===== src/rtl/escaped_frame_receiver_crc8_top_defines.svh =====
// ----------------------------------------------------------------------------
// escaped frame receiver assertion macros
// shared assertion forms for the frame receiver; ASSERT_OFF compiles them out
// ----------------------------------------------------------------------------
`ifndef ESCAPED_FRAME_RECEIVER_CRC8_TOP_DEFINES_SVH
`define ESCAPED_FRAME_RECEIVER_CRC8_TOP_DEFINES_SVH

`ifndef ASSERT_OFF

// same-cycle implication
`define EFR_ASSERT_IMP(lbl, clk, rst_n, ante, cons) \
	lbl: assert property (@(posedge clk) disable iff (!(rst_n)) (ante) |-> (cons)) \
		else $error("frame receiver check failed");

// next-cycle implication
`define EFR_ASSERT_NXT(lbl, clk, rst_n, ante, cons) \
	lbl: assert property (@(posedge clk) disable iff (!(rst_n)) (ante) |=> (cons)) \
		else $error("frame receiver check failed");

`else

`define EFR_ASSERT_IMP(lbl, clk, rst_n, ante, cons)
`define EFR_ASSERT_NXT(lbl, clk, rst_n, ante, cons)

`endif

`endif


===== src/rtl/efr_crc8_pkg.sv =====
`timescale 1ns / 1ps
// ----------------------------------------------------------------------------
// efr_crc8_pkg
// framing byte codes and the crc-8 (reflected 0x8c) byte update
// ----------------------------------------------------------------------------
package efr_crc8_pkg;

	typedef logic [7:0] byte_t;

	localparam byte_t HDR_BYTE = 8'hAC;
	localparam byte_t FTR_BYTE = 8'hAD;
	localparam byte_t ESC_BYTE = 8'hAE;
	localparam byte_t ESC_MASK = 8'h80;
	localparam byte_t CRC_POLY = 8'h8C;

	// one byte through the reflected crc, lsb first
	function automatic byte_t crc8_next(input byte_t crc, input byte_t b);
		byte_t c;
		c = crc ^ b;
		for (int k = 0; k < 8; k++) begin
			if (c[0]) begin
				c = (c >> 1) ^ CRC_POLY;
			end else begin
				c = c >> 1;
			end
		end
		return c;
	endfunction

endpackage


===== src/rtl/efr_crc8_ram.sv =====
`timescale 1ns / 1ps
// ----------------------------------------------------------------------------
// efr_crc8_ram
// simple dual-port ram, one write and one registered read port
// ----------------------------------------------------------------------------
module efr_crc8_ram #(
	parameter int WIDTH = 8,
	parameter int DEPTH = 35
) (
	input  logic                     clk,
	input  logic                     wr_en,
	input  logic [$clog2(DEPTH)-1:0] wr_addr,
	input  logic [WIDTH-1:0]         wr_data,
	input  logic                     rd_en,
	input  logic [$clog2(DEPTH)-1:0] rd_addr,
	output logic [WIDTH-1:0]         rd_data
);

	logic [WIDTH-1:0] mem [DEPTH];

	// write port
	always_ff @(posedge clk) begin
		if (wr_en) begin
			mem[wr_addr] <= wr_data;
		end
	end

	// registered read, holds its data between reads
	always_ff @(posedge clk) begin
		if (rd_en) begin
			rd_data <= mem[rd_addr];
		end
	end

endmodule


===== src/rtl/escaped_frame_receiver_crc8_top.sv =====
`timescale 1ns / 1ps
// ----------------------------------------------------------------------------
// escaped_frame_receiver_crc8_top
// byte-stuffed frame receiver: unescapes and stores frame bytes, checks the
// trailing crc-8 on the footer and plays a good payload out of the store
// ----------------------------------------------------------------------------
// channel   direction  handshake               payload
// rx        in         rx_valid / rx_stall     rx_byte
// payload   out        payload_valid /         payload_byte, payload_length,
//                      payload_stall           last_item
//
// each raw byte takes one cycle while a frame is being received.
// a good frame with a non-empty payload holds rx off while
// the store is read back through its single registered read port.
// an empty payload gives its one beat straight from the footer cycle.
// reset clears control state only; the store needs no clearing pass.
// rx is also held off while a waiting payload beat is stalled.
// ----------------------------------------------------------------------------
`include "escaped_frame_receiver_crc8_top_defines.svh"

module escaped_frame_receiver_crc8_top #(
	parameter int MAX_FRAME_BYTES = 35
) (
	input  logic       clk,
	input  logic       arst_n,
	input  logic       rx_valid,
	output logic       rx_stall,
	input  logic [7:0] rx_byte,
	output logic       payload_valid,
	input  logic       payload_stall,
	output logic [7:0] payload_byte,
	output logic [5:0] payload_length,
	output logic       last_item
);

	localparam int CW = $clog2(MAX_FRAME_BYTES + 1);
	localparam int AW = $clog2(MAX_FRAME_BYTES);

	typedef enum logic [1:0] {
		ST_HUNT,
		ST_DATA,
		ST_ESC,
		ST_EMIT
	} state_t;

	state_t                  state_q;
	logic [CW-1:0]           count_q;
	logic [CW-1:0]           len_q;
	logic [CW-1:0]           issue_idx_q;
	logic                    rd_pend_q;
	logic                    pend_last_q;
	efr_crc8_pkg::byte_t     crc_all_q;
	efr_crc8_pkg::byte_t     crc_bl_q;
	efr_crc8_pkg::byte_t     last_byte_q;
	logic                    out_valid_q;
	efr_crc8_pkg::byte_t     out_byte_q;
	logic [5:0]              out_len_q;
	logic                    out_last_q;

	logic                    rx_accept;
	logic                    out_free;
	logic                    is_store;
	logic                    has_room;
	logic                    wr_en;
	efr_crc8_pkg::byte_t     store_byte;
	logic                    rd_en;
	logic                    load;
	efr_crc8_pkg::byte_t     rd_data;
	logic [CW-1:0]           foot_len;
	logic                    foot_ok;
	logic                    out_set;
	logic [CW+5:0]           emit_len_ext;

	// handshakes
	assign out_free  = !out_valid_q || !payload_stall;
	assign rx_stall  = (state_q == ST_EMIT) || (out_valid_q && payload_stall);
	assign rx_accept = rx_valid && !rx_stall;

	// byte to store and store write
	assign store_byte = (state_q == ST_ESC) ? (rx_byte ^ efr_crc8_pkg::ESC_MASK) : rx_byte;
	assign is_store   = (state_q == ST_ESC) ||
		((state_q == ST_DATA) && (rx_byte != efr_crc8_pkg::FTR_BYTE) &&
		 (rx_byte != efr_crc8_pkg::ESC_BYTE));
	assign has_room   = count_q < CW'(MAX_FRAME_BYTES);
	assign wr_en      = rx_accept && is_store && has_room;

	// readback: issue when nothing waits or the waiting beat moves on
	assign load  = (state_q == ST_EMIT) && rd_pend_q && out_free;
	assign rd_en = (state_q == ST_EMIT) && (issue_idx_q < len_q) && (!rd_pend_q || out_free);

	// payload length, masked to six bits
	assign foot_len     = count_q - CW'(1);
	assign emit_len_ext = {6'd0, len_q};

	// footer crc check and output beat launch
	assign foot_ok = (count_q != '0) && (last_byte_q == crc_bl_q);
	assign out_set = load ||
		(rx_accept && (state_q == ST_DATA) && (rx_byte == efr_crc8_pkg::FTR_BYTE) &&
		 foot_ok && (foot_len == '0));

	efr_crc8_ram #(
		.WIDTH (8),
		.DEPTH (MAX_FRAME_BYTES)
	) u_store (
		.clk     (clk),
		.wr_en   (wr_en),
		.wr_addr (count_q[AW-1:0]),
		.wr_data (store_byte),
		.rd_en   (rd_en),
		.rd_addr (issue_idx_q[AW-1:0]),
		.rd_data (rd_data)
	);

	// frame state machine and output register
	always_ff @(posedge clk or negedge arst_n) begin
		if (!arst_n) begin
			state_q     <= ST_HUNT;
			count_q     <= '0;
			len_q       <= '0;
			issue_idx_q <= '0;
			rd_pend_q   <= 1'b0;
			pend_last_q <= 1'b0;
			crc_all_q   <= '0;
			crc_bl_q    <= '0;
			last_byte_q <= '0;
			out_valid_q <= 1'b0;
			out_byte_q  <= '0;
			out_len_q   <= '0;
			out_last_q  <= 1'b0;
		end else begin
			if (out_set) begin
				out_valid_q <= 1'b1;
			end else if (!payload_stall) begin
				out_valid_q <= 1'b0;
			end
			case (state_q)
				ST_HUNT: begin
					if (rx_accept && (rx_byte == efr_crc8_pkg::HDR_BYTE)) begin
						state_q <= ST_DATA;
					end
				end
				ST_DATA, ST_ESC: begin
					if (rx_accept) begin
						if (is_store) begin
							if (has_room) begin
								count_q     <= count_q + CW'(1);
								crc_bl_q    <= crc_all_q;
								crc_all_q   <= efr_crc8_pkg::crc8_next(crc_all_q, store_byte);
								last_byte_q <= store_byte;
								state_q     <= ST_DATA;
							end else begin
								state_q   <= ST_HUNT;
								count_q   <= '0;
								crc_all_q <= '0;
								crc_bl_q  <= '0;
							end
						end else if (rx_byte == efr_crc8_pkg::ESC_BYTE) begin
							state_q <= ST_ESC;
						end else begin
							// footer: check crc, then start over
							count_q   <= '0;
							crc_all_q <= '0;
							crc_bl_q  <= '0;
							if (foot_ok && (foot_len != '0)) begin
								state_q     <= ST_EMIT;
								len_q       <= foot_len;
								issue_idx_q <= '0;
								rd_pend_q   <= 1'b0;
							end else begin
								state_q <= ST_HUNT;
								if (foot_ok) begin
									out_byte_q <= '0;
									out_len_q  <= '0;
									out_last_q <= 1'b1;
								end
							end
						end
					end
				end
				ST_EMIT: begin
					if (load) begin
						out_byte_q <= rd_data;
						out_len_q  <= emit_len_ext[5:0];
						out_last_q <= pend_last_q;
						if (pend_last_q) begin
							state_q <= ST_HUNT;
						end
					end
					if (rd_en) begin
						issue_idx_q <= issue_idx_q + CW'(1);
						rd_pend_q   <= 1'b1;
						pend_last_q <= (issue_idx_q + CW'(1)) == len_q;
					end else if (load) begin
						rd_pend_q <= 1'b0;
					end
				end
				default: begin
					state_q <= ST_HUNT;
				end
			endcase
		end
	end

	assign payload_valid  = out_valid_q;
	assign payload_byte   = out_byte_q;
	assign payload_length = out_len_q;
	assign last_item      = out_last_q;

	// checks
	`EFR_ASSERT_IMP(a_pend_in_emit, clk, arst_n, rd_pend_q, state_q == ST_EMIT)
	`EFR_ASSERT_IMP(a_count_bound, clk, arst_n, 1'b1, count_q <= CW'(MAX_FRAME_BYTES))
	`EFR_ASSERT_IMP(a_issue_bound, clk, arst_n, state_q == ST_EMIT, issue_idx_q <= len_q)
	`EFR_ASSERT_IMP(a_no_rw_overlap, clk, arst_n, rd_en, !wr_en)
	`EFR_ASSERT_NXT(a_last_ends_run, clk, arst_n, load && pend_last_q, state_q == ST_HUNT)

	// emitted length is the stored length masked to six bits
	`EFR_ASSERT_NXT(a_len_match, clk, arst_n, load, out_len_q == $past(emit_len_ext[5:0]))

endmodule


===== config.mk =====
export PLATFORM = sky130hd
export DESIGN_NAME = escaped_frame_receiver_crc8_top
export DESIGN_NICKNAME = d
export VERILOG_FILES = /design/src/rtl/efr_crc8_pkg.sv /design/src/rtl/efr_crc8_ram.sv /design/src/rtl/escaped_frame_receiver_crc8_top.sv
export VERILOG_INCLUDE_DIRS = /design/src /design/src/rtl
export SDC_FILE = /design/constraint.sdc
export NUM_CORES = 1
export LEC_CHECK = 0
export ABC_AREA = 1
export BUFFER_PORTS_ARGS = -buffer_cell sky130_fd_sc_hd__buf_2
export CORE_UTILIZATION = 30
export DETAILED_ROUTE_END_ITERATION = 10
export GPL_TIMING_DRIVEN = 1
export PLACE_DENSITY = 0.54
export SYNTH_ARGS = -nofsm -noshare
export SYNTH_HDL_FRONTEND = slang
export SYNTH_HIERARCHICAL = 1
export SYNTH_SLANG_ARGS = --single-unit
export TNS_END_PERCENT = 100

===== constraint.sdc =====
create_clock -name clk -period 6.8 [get_ports clk]
set_input_delay 0.34 -clock clk [delete_from_list [all_inputs] [get_ports clk]]
set_output_delay 0.34 -clock clk [all_outputs]
set_load 0.005 [all_outputs]

==> flow_summary_export.csv, run 1 <==
group,metric,value,unit
clock_tree,max-clock-path-buffers,3,
worst_setup_path,worstPathCellList,"ha_1 > inv_2 > nand3_2 > nor2_1 > nand4_1 > nor2_1",
global_routing,grt_max_degree,81,
cells_and_area,nFillCells,5099,
cells_and_area,multiInputGateArea,4688,sq um
synth,synth-edff-count,288,
drt,wl_met2,19370,um
drt,route.detailed.drc,0,
worst_setup_path,worst_setup_path_end_kind,"register",
global_routing,grt_usage,15.00,%
hold_path,hold_class,"primary input to asynchronous set/reset pin",
cells_and_area,diodes,0,
synth,synth_area_leader_cell,"edfxtp_1",
synth,synthFlopType,"edfxtp_1",
placement,hpwl,23830,um
synth,synth_common_cells,"nand2_1 (524), edfxtp_1 (288), nand3_1 (251)",
pwr,max-vdd-ir-drop,0.1619,mV
synth,synthCells,1490,
sta,fin_crit_sh,53.17,%
die,design.die.area,52600,sq um
die,core-area,50580,sq um
sta,fmax,276.6,MHz
global_routing,grt_first_pass_wirelength,61110,um
clock_tree,hold_buffers,0,
cells_and_area,nets,1531,
pwr,finalPower,5.483,mW
synth,ys_top_cells_by_area,"edfxtp_1 (56%), nand2_1 (13%), dfrtp_1 (10%), nand3_1 (8.1%), nor2_1 (1.7%)",
sta,finClkSkew,0.01258,ns
drt,ant_nets,0,
sta,finalHoldViolCount,21,
drt,top_layer_used,"met4",
die,dieHeight,229.4,um
pwr,pwr-share-seq,47.0,%
placement,port_buffers,28,
drt,met3_length,1686,um
synth,synth_top_area_share,55.77,%
outcome,violations,"hold timing",
worst_setup_path,r2r-end,"u_store/mem[8][4]",
cells_and_area,area_growth,12.80,%
drt,vias,10610,
sta,min_period,3.615,ns
worst_setup_path,path_common_cell,"nor2_1",
clock_tree,htreeDepth,2,
synth,yosys_warnings,6,
placement,gp_congestion,0.8532,
drt,m1WireLength,16710,um
worst_setup_path,max_stage_delay,0.76,ns
global_routing,first_global_vias,10690,
pwr,internal_power,3.936,mW
sta,hold_ws,-0.02683,ns
pwr,comb_power_share,15.6,%
worst_setup_path,ff2ff_path_depth,6,
synth,synth_nets,1518,
sta,worst_pin_slew,1.093,ns
die,die_w,229.4,um
placement,dpl-instance-area,16260,sq um
drt,firstDrtPassIters,5,
die,rows,82,
clock_tree,cts_tree,"done",
global_routing,gr-total-overflow,0,
drt,wl_per_cell,17.60,um
cells_and_area,drive_gt1_share,8.741,%
outcome,status,"finished with violations",
sta,setup-tns-final,0,ns
clock_tree,cts_resized,0,
cells_and_area,final_util,34.58,%
worst_setup_path,slowest_stage,"nor2_1",
synth,seq_area_frac_synth,65.77,%
synth,synth-seq-cells,350,
pwr,p_sw,1.547,mW
worst_setup_path,cp-start-kind,"register",
sta,relSlewSlack,26.71,%
synth,syn_area_per_cell,10.41,sq um
worst_setup_path,crit_arrival,3.79,ns
synth,synth-async-reset-ratio,17.71,%
die,start_util,30.66,%
clock_tree,path_clk_slew,0.06,ns
worst_setup_path,r2r_slack,3.18,ns
clock_tree,clk_latency,0.55,ns
pwr,pwr-share-clk,37.4,%
global_routing,antenna_found_initial,0,
sta,setup_violations,0,
drt,vias_per_cell,4.811,
drt,routed_wl,38810,um
synth,yosys.cell_types.count,34,
clock_tree,cts_root_buffer,"clkbuf_16",
job,max_cap_viol_count,0,
drt,drt_iter0_drc,738,
synth,synth_area,15510,sq um
die,io_pins,29,
worst_setup_path,worstPathRequired,6.97,ns
worst_setup_path,rr_startpoint,"state_q[0]",
pwr,leakagePower,6.848,nW
worst_setup_path,worst-path-max-fanout,19,
sta,report.final.slew_viol_count,0,
sta,rsz0062_at_grt,"false",
pwr,pwr_density_cell,313.5,nW/um^2
synth,yosysMostFrequentCell,"nand2_1",
pwr,switching_share,28.21,%
worst_setup_path,path_class,"register to register",
clock_tree,cts_sinks,350,
clock_tree,numCtsBuffers,38,
cells_and_area,seq_area,10200,sq um
clock_tree,cts_setup_buffers,0,
cells_and_area,stdcell_area,17490,sq um
-- cells by family (layout without fill, tap and decap cells) --
| family | count (synthesis) | in the layout | synth area share (%) |
|---|---|---|---|
| compound gates | 43 | 43 | 1.630 |
| xor+xnor | 31 | 31 | 1.751 |
| fa+ha+maj | 16 | 16 | 1.291 |
| buf+inv | 141 | 184 | 3.994 |
| flops | 350 | 350 | 65.77 |
| simple gates | 909 | 909 | 25.56 |
-- registers in the layout (all words and copies together), names as in the netlist --
name,count
u_store/mem,280
crc_all_q,8
crc_bl_q,8
last_byte_q,8
payload_byte,8
u_store/rd_data,8
count_q,6
issue_idx_q,6
len_q,6
payload_length,6
state_q,2
last_item,1
payload_valid,1
pend_last_q,1
rd_pend_q,1
-- placed cells by master, fill, tap and decap left out, types with 16 or more instances in the layout --
cell,count
inv_1,62
nor2_1,69
xor2_1,22
nand3_1,251
clkbuf_16,39
buf_2,28
nand2_1,524
ha_1,16
dfrtp_1,60
edfxtp_1,288
nand4_1,35
-- metrics by stage --
| stage | worst slack (ns) | cells |
|---|---|---|
| after global routing | 3.012 | 2205 |
| final | 3.185 | 2205 |
| after floorplan | 4.429 | 1490 |
| after detailed placement | 3.003 | 2135 |
| after global placement | 3.107 | 2135 |
| after CTS | 3.187 | 2205 |
-- power groups by stage --
| stage | Sequential (mW) | Clock [mW] | Combinational (mW) |
|---|---|---|---|
| 6_report | 2.58 | 2.05 | 0.858 |
| 5_1_grt | 2.59 | 2.17 | 0.985 |
| 4_1_cts | 2.58 | 2.09 | 0.864 |
| 3_5_place_dp | 2.62 | 0 | 0.858 |
| 3_3_place_gp | 2.62 | 0 | 0.846 |
| 2_1_floorplan | 2.58 | 0 | 0.633 |
-- metal layers --
metal / up-vias / global-route usage (%)
li1: 5108 / -
met1: 5170 / 19.41
met2: 265 / 25.99
met3: 66 / 1.643
met4: 0 / 5.125
met5: - / 0
-- worst max-delay path: cells and delay by family, from the launching register on --
family        cells  cell delay (ns)
simple gates      4             2.07
fa+ha+maj         1             0.46
flops             1             0.41
buf+inv           1             0.30
-- worst max path at each step --
stage                     depth (start not counted)                  to       start  slack, ns
after floorplan                                   9  u_store/mem[10][0]  count_q[1]       4.43
after global placement                           10  u_store/mem[32][5]  rx_byte[6]       3.11
after detailed placement                         10  u_store/mem[32][5]  rx_byte[6]       3.00
after CTS                                         6   u_store/mem[0][7]  state_q[0]       3.19
after global routing                              6  u_store/mem[16][2]  state_q[0]       3.01
final                                             6   u_store/mem[8][4]  state_q[0]       3.18
-- area by class of cell --
| type | count | area share [%] |
|---|---|---|
| Inverter | 71 | 1.538 |
| Tap cell | 672 | 4.807 |
| Multi-Input combinational cell | 999 | 26.80 |
| Timing Repair Buffer | 43 | 1.445 |
| Clock inverter | 27 | 1.409 |
| Clock buffer | 43 | 5.665 |
| Sequential cell | 350 | 58.34 |
No activity file was read; power rests on OpenSTA's default activity.
==> inputs of run 2 (changes only) <==
ABC_AREA = 0   (was 1)
PLACE_DENSITY = 0.56   (was 0.54)
clock period = 3.3 ns   (was 6.8 ns; I/O delays follow)
==> flow_summary_export.csv, run 2 <==
group,metric,value,unit
outcome,status,"finished clean",
cells_and_area,layout_common_cells,"edfxtp_1 (288), mux2i_1 (139), buf_4 (63), nand2_1 (62), dfrtp_1 (61)",
global_routing,antenna_found_initial,0,
sta,fin_crit_sh,89.40,%
drt,route.detailed.drc,0,
synth,synth_top_area_share,57.75,%
cells_and_area,diodes,0,
worst_setup_path,crit_arrival,3.18,ns
worst_setup_path,worstPathRequired,3.53,ns
job,max_cap_viol_count,0,
worst_setup_path,max_stage_delay,0.49,ns
cells_and_area,drive_gt1_share,17.55,%
worst_setup_path,r2r_slack,0.35,ns
synth,yosysMostFrequentCell,"edfxtp_1",
die,rows,81,
drt,vias,8464,
clock_tree,path_clk_slew,0.06,ns
hold_path,hp-start,"payload_stall",
pwr,pwr-share-clk,34.1,%
synth,synth_area,14980,sq um
die,io_pins,29,
synth,synth-edff-count,288,
pwr,internal_power,8.497,mW
sta,rsz0062_at_grt,"false",
cells_and_area,final_common_cell,"edfxtp_1",
synth,synthCells,983,
worst_setup_path,rr_startpoint,"count_q[3]",
cells_and_area,seq_area,10200,sq um
global_routing,grt_max_degree,43,
synth,synth_common_cells,"edfxtp_1 (288), mux2i_1 (139), dfrtp_1 (62), nand2_1 (62), nor2_1 (54)",
worst_setup_path,path_delay_family,"simple AND/OR/NAND/NOR gates",
clock_tree,htreeDepth,2,
pwr,max-vdd-ir-drop,0.3764,mV
sta,relSlewSlack,45.62,%
synth,synth_nets,1011,
placement,gp_congestion,0.8093,
sta,setup_violations,0,
clock_tree,numCtsBuffers,37,
drt,routed_wl,35780,um
cells_and_area,nFillCells,4741,
cells_and_area,multiInputGateArea,4383,sq um
pwr,p_sw,3.297,mW
die,core-area,49050,sq um
sta,finalHoldViolCount,0,
cells_and_area,largest_register_ffs,280,
cells_and_area,stdcell_area,17380,sq um
sta,min_period,2.950,ns
cells_and_area,regMostFlops,"u_store/mem",
synth,ys_top_cells_by_area,"edfxtp_1 (58%), dfrtp_1 (10%), mux2i_1 (9.3%), a22o_1 (2.0%), xnor2_1 (1.6%)",
die,dieHeight,225.4,um
hold_path,holdPathStages,5,
drt,firstDrtPassIters,5,
pwr,switching_share,27.95,%
die,design.die.area,50820,sq um
sta,report.final.slew_viol_count,0,
placement,dpl-instance-area,16180,sq um
die,die_w,225.4,um
worst_setup_path,crit_path_start,"count_q[3]",
global_routing,grt_first_pass_wirelength,54230,um
sta,setup-tns-final,0,ns
worst_setup_path,ff2ff_path_depth,8,
clock_tree,max-clock-path-buffers,3,
placement,hpwl,23410,um
drt,drt_iter0_drc,660,
cells_and_area,area_growth,16.03,%
global_routing,grt_usage,14.31,%
drt,wl_per_cell,20.35,um
synth,synth-async-reset-ratio,17.71,%
synth,yosys_warnings,6,
worst_setup_path,worstPathCellList,"or3_1 > o21ai_0 > nand2_1 > nor2_1 > nor2b_1 > nand3_1 > nor2_1 > buf_4",
clock_tree,cts_root_buffer,"clkbuf_16",
worst_setup_path,path_class,"register to register",
synth,synth-seq-cells,350,
cells_and_area,nets,1096,
worst_setup_path,worst_setup_path_end_kind,"register",
clock_tree,cts_sinks,350,
worst_setup_path,slowest_stage,"dfrtp_1",
clock_tree,clk_latency,0.53,ns
worst_setup_path,worst-path-max-fanout,12,
drt,ant_nets,0,
sta,fmax,338.9,MHz
die,start_util,30.53,%
synth,seq_area_frac_synth,68.11,%
hold_path,hold_class,"primary input to register",
worst_setup_path,cp-start-kind,"register",
sta,worst_pin_slew,0.8120,ns
worst_setup_path,cp.depth,8,
worst_setup_path,path_common_cell,"nor2_1",
placement,port_buffers,28,
pwr,comb_power_share,19.9,%
drt,vias_per_cell,4.815,
global_routing,first_global_vias,8589,
clock_tree,cts_tree,"done",
worst_setup_path,cp_num_buf_inv,1,
sta,finClkSkew,0.02401,ns
synth,synth_area_leader_cell,"edfxtp_1",
global_routing,gr-total-overflow,0,
pwr,pwr_density_cell,678.7,nW/um^2
synth,yosys.cell_types.count,58,
synth,synthFlopType,"edfxtp_1",
pwr,leakagePower,5.702,nW
pwr,pwr-share-seq,46.0,%
synth,syn_area_per_cell,15.23,sq um
[run 2: per-layer routing]
layer,wire length [um],up-vias,part of all wire [%],track usage (%)
li1,-,3955,-,-
met1,15210,4237,43,18.37
met2,17880,216,50,24.33
met3,1739,56,4.9,2.334
met4,953,0,2.7,5.069
met5,0,-,0,0
[run 2: worst min-delay path, stage by stage]
cell     delay, ns
buf_2         0.12
nand2_1       0.08
nor2_1        0.08
o21ai_0       0.07
o21ai_0       0.07
[run 2: cell families after synthesis]
logic type	after synthesis	share of synthesized area (%)
flip-flops	350	68.11
AO/OA/AOI/OAI	183	9.683
AND/OR/NAND/NOR	174	5.539
multiplexers	149	10.04
buffers and inverters	70	2.891
XOR/XNOR	41	2.398
adder cells (fa/ha/maj)	16	1.337
[run 2: power groups by stage]
| stage | Clock [mW] | Combinational [mW] | Sequential, mW |
|---|---|---|---|
| 6_report | 4.02 | 2.35 | 5.42 |
| 5_1_grt | 4.28 | 2.56 | 5.47 |
| 4_1_cts | 4.12 | 2.37 | 5.43 |
| 3_5_place_dp | 0 | 2.35 | 5.52 |
| 3_3_place_gp | 0 | 2.33 | 5.50 |
| 2_1_floorplan | 0 | 1.57 | 5.46 |
[run 2: per-stage QoR]
step / hold slack [ns] / power [mW] / instances / worst slack [ns] / utilization [%]
5_1_grt: 0.1185 / 12.31 / 1758 / 0.1224 / 35.43
3_5_place_dp: 0.1869 / 7.865 / 1690 / 0.3966 / 32.98
3_3_place_gp: 0.1761 / 7.832 / 1690 / 0.4838 / 32.98
4_1_cts: 0.08007 / 11.92 / 1758 / 0.3634 / 35.43
6_report: 0.1012 / 11.79 / 1758 / 0.3497 / 35.43
2_1_floorplan: -0.1306 / 7.031 / 983 / 0.6085 / -
[run 2: path summary, 6_finish.rpt]
check,endpoint
setup / recovery,u_store/mem[19][4]
hold / removal,rd_pend_q
setup reg to reg,u_store/mem[19][4]
hold reg to reg,payload_byte[4]
max in group asynchronous,last_byte_q[3]
min in group asynchronous,payload_length[4]
[run 2: timing repair]
item | 4_1_cts | 5_1_grt
resized for setup | 0 | 0
setup endpoints to repair | 0 | 0
hold buffers | 3 | 0
hold endpoints to repair | 23 | 0
setup buffers | 0 | 0
[run 2: final cells by class]
type	count	area share (%)
flip-flops and latches	350	58.72
multi-input cells	563	25.22
clock buffers	49	5.818
well taps	664	4.781
repair buffers	98	4.162
clock inverters	16	0.9073
inverters	18	0.3888
==> inputs of run 3 (changes only) <==
CTS_BUF_LIST = sky130_fd_sc_hd__clkbuf_16   (was not set)
==> flow_summary_export.csv, run 3 (synthesis results as in run 2) <==
group,metric,value,unit
outcome,status,"finished clean",
sta,fin_crit_sh,88.98,%
placement,port_buffers,28,
clock_tree,numCtsBuffers,37,
cells_and_area,final_common_cell,"edfxtp_1",
pwr,pwr-share-clk,33.4,%
die,die_w,225.4,um
cells_and_area,final_cells,1758,
pwr,internal_power,8.379,mW
worst_setup_path,crit_path_start,"count_q[3]",
cells_and_area,largest_register_ffs,280,
cells_and_area,area_growth,15.77,%
worst_setup_path,cp-start-kind,"register",
placement,gp_congestion,0.8093,
global_routing,first_global_vias,8590,
clock_tree,htreeDepth,2,
clock_tree,path_clk_slew,0.06,ns
cells_and_area,nets,1096,
worst_setup_path,r2r-end,"u_store/mem[19][4]",
clock_tree,cts_sinks,350,
sta,finClkSkew,0.02430,ns
clock_tree,clk_latency,0.53,ns
worst_setup_path,ff2ff_path_depth,8,
cells_and_area,diodes,0,
cells_and_area,stdcell_area,17340,sq um
clock_tree,cts_tree,"done",
worst_setup_path,rr_startpoint,"count_q[3]",
cells_and_area,drive_gt1_share,17.28,%
drt,vias,8418,
pwr,switching_share,28.20,%
drt,routed_wl,35780,um
die,dieHeight,225.4,um
worst_setup_path,worstPathRequired,3.53,ns
placement,place_inst,1690,
pwr,max-vdd-ir-drop,0.3761,mV
pwr,pwr_density_cell,673.2,nW/um^2
sta,min_period,2.936,ns
global_routing,grt_first_pass_wirelength,54230,um
sta,setup-tns-final,0,ns
sta,setup_violations,0,
placement,dpl-instance-area,16180,sq um
drt,route.detailed.drc,0,
sta,worst_pin_slew,0.8095,ns
sta,rsz0062_at_grt,"false",
worst_setup_path,worst-path-max-fanout,12,
drt,firstDrtPassIters,5,
cells_and_area,regMostFlops,"u_store/mem",
drt,drt_iter0_drc,590,
pwr,pwr-share-seq,46.5,%
clock_tree,cts_root_buffer,"clkbuf_16",
job,max_cap_viol_count,0,
global_routing,grt_max_degree,43,
pwr,comb_power_share,20.1,%
die,design.die.area,50820,sq um
global_routing,grt_usage,14.31,%
sta,finalHoldViolCount,0,
die,core-area,49050,sq um
worst_setup_path,worst_setup_path_end_kind,"register",
global_routing,antenna_found_initial,0,
sta,fmax,340.6,MHz
clock_tree,max-clock-path-buffers,3,
worst_setup_path,crit_arrival,3.17,ns
sta,relSlewSlack,45.79,%
cells_and_area,multiInputGateArea,4383,sq um
cells_and_area,nFillCells,4743,
pwr,leakagePower,5.715,nW
clock_tree,cts_setup_buffers,0,
global_routing,gr-total-overflow,0,
drt,wl_per_cell,20.35,um
die,start_util,30.53,%
die,io_pins,29,
worst_setup_path,crit_end,"u_store/mem[19][4]",
pwr,p_sw,3.291,mW
drt,ant_nets,0,
placement,hpwl,23410,um
die,rows,81,
cells_and_area,layout_common_cells,"edfxtp_1 (288), mux2i_1 (139), buf_4 (63), nand2_1 (62), dfrtp_1 (61)",
worst_setup_path,path_class,"register to register",
sta,report.final.slew_viol_count,0,
cells_and_area,seq_area,10200,sq um
worst_setup_path,r2r_slack,0.36,ns
drt,vias_per_cell,4.788,
hold_path,hold_class,"primary input to register",
==> run 3: cell types whose count changed in the layout (fill, tap and decap cells not counted), sizes merged <==
cell and delta:
clkbuf -12, clkinv +3, inv +9
==> run 3: how the worst min path moves through the flow <==
stage	startpoint	cells after the start	slack [ns]	to
CTS	payload_stall	5	0.08	rd_pend_q
finish	payload_stall	5	0.10	rd_pend_q
global placement	arst_n	1	0.18	payload_byte[1]
floorplan	arst_n	0	-0.13	count_q[0]
global route	rx_byte[1]	2	0.12	last_byte_q[1]
detailed placement	arst_n	1	0.19	payload_byte[1]
==> run 3: cell type report <==
| cell class | instances | area share [%] |
|---|---|---|
| clock buffer | 37 | 5.341 |
| multi-input combinational | 563 | 25.28 |
| sequential | 350 | 58.86 |
| inverter | 18 | 0.3897 |
| tap | 664 | 4.792 |
| clock inverter | 28 | 1.169 |
| timing repair buffer | 98 | 4.171 |
==> run 3: stage by stage <==
step                      utilization (%)  power (mW)  hold WS (ns)  setup WS (ns)
after floorplan                         -       7.031       -0.1306         0.6085
after global placement              32.98       7.832        0.1761         0.4838
after detailed placement            32.98       7.865        0.1869         0.3966
after CTS                           35.34       11.80       0.08142         0.3643
after global routing                35.34       12.19        0.1185         0.1234
final                               35.34       11.67        0.1018         0.3636
==> run 3: power groups by stage <==
stage | combinational, mW | clock, mW | sequential, mW
floorplan | 1.57 | 0 | 5.46
global placement | 2.33 | 0 | 5.50
detailed placement | 2.35 | 0 | 5.52
CTS | 2.37 | 4.00 | 5.43
global route | 2.56 | 4.16 | 5.47
finish | 2.35 | 3.90 | 5.42
==> run 3: critical path: stages, from the launching register on <==
cell and delay, ns:
dfrtp_1 0.49, or3_1 0.46, o21ai_0 0.20, nand2_1 0.10
nor2_1 0.34, nor2b_1 0.30, nand3_1 0.33, nor2_1 0.21
buf_4 0.20
==> run 3: what timing repair did <==
item,in CTS,in global routing
hold endpoints to repair,23,0
resized for setup,0,0
hold buffers,3,0
==> run 3: routing by layer <==
layer,up-vias,part of all wire [%],GRT usage [%],wire [um]
met5,-,0,0,0
met4,0,2.7,5.069,956
met3,54,4.1,2.334,1462
met2,182,50,24.33,17880
met1,4233,43,18.37,15490
li1,3949,-,-,-
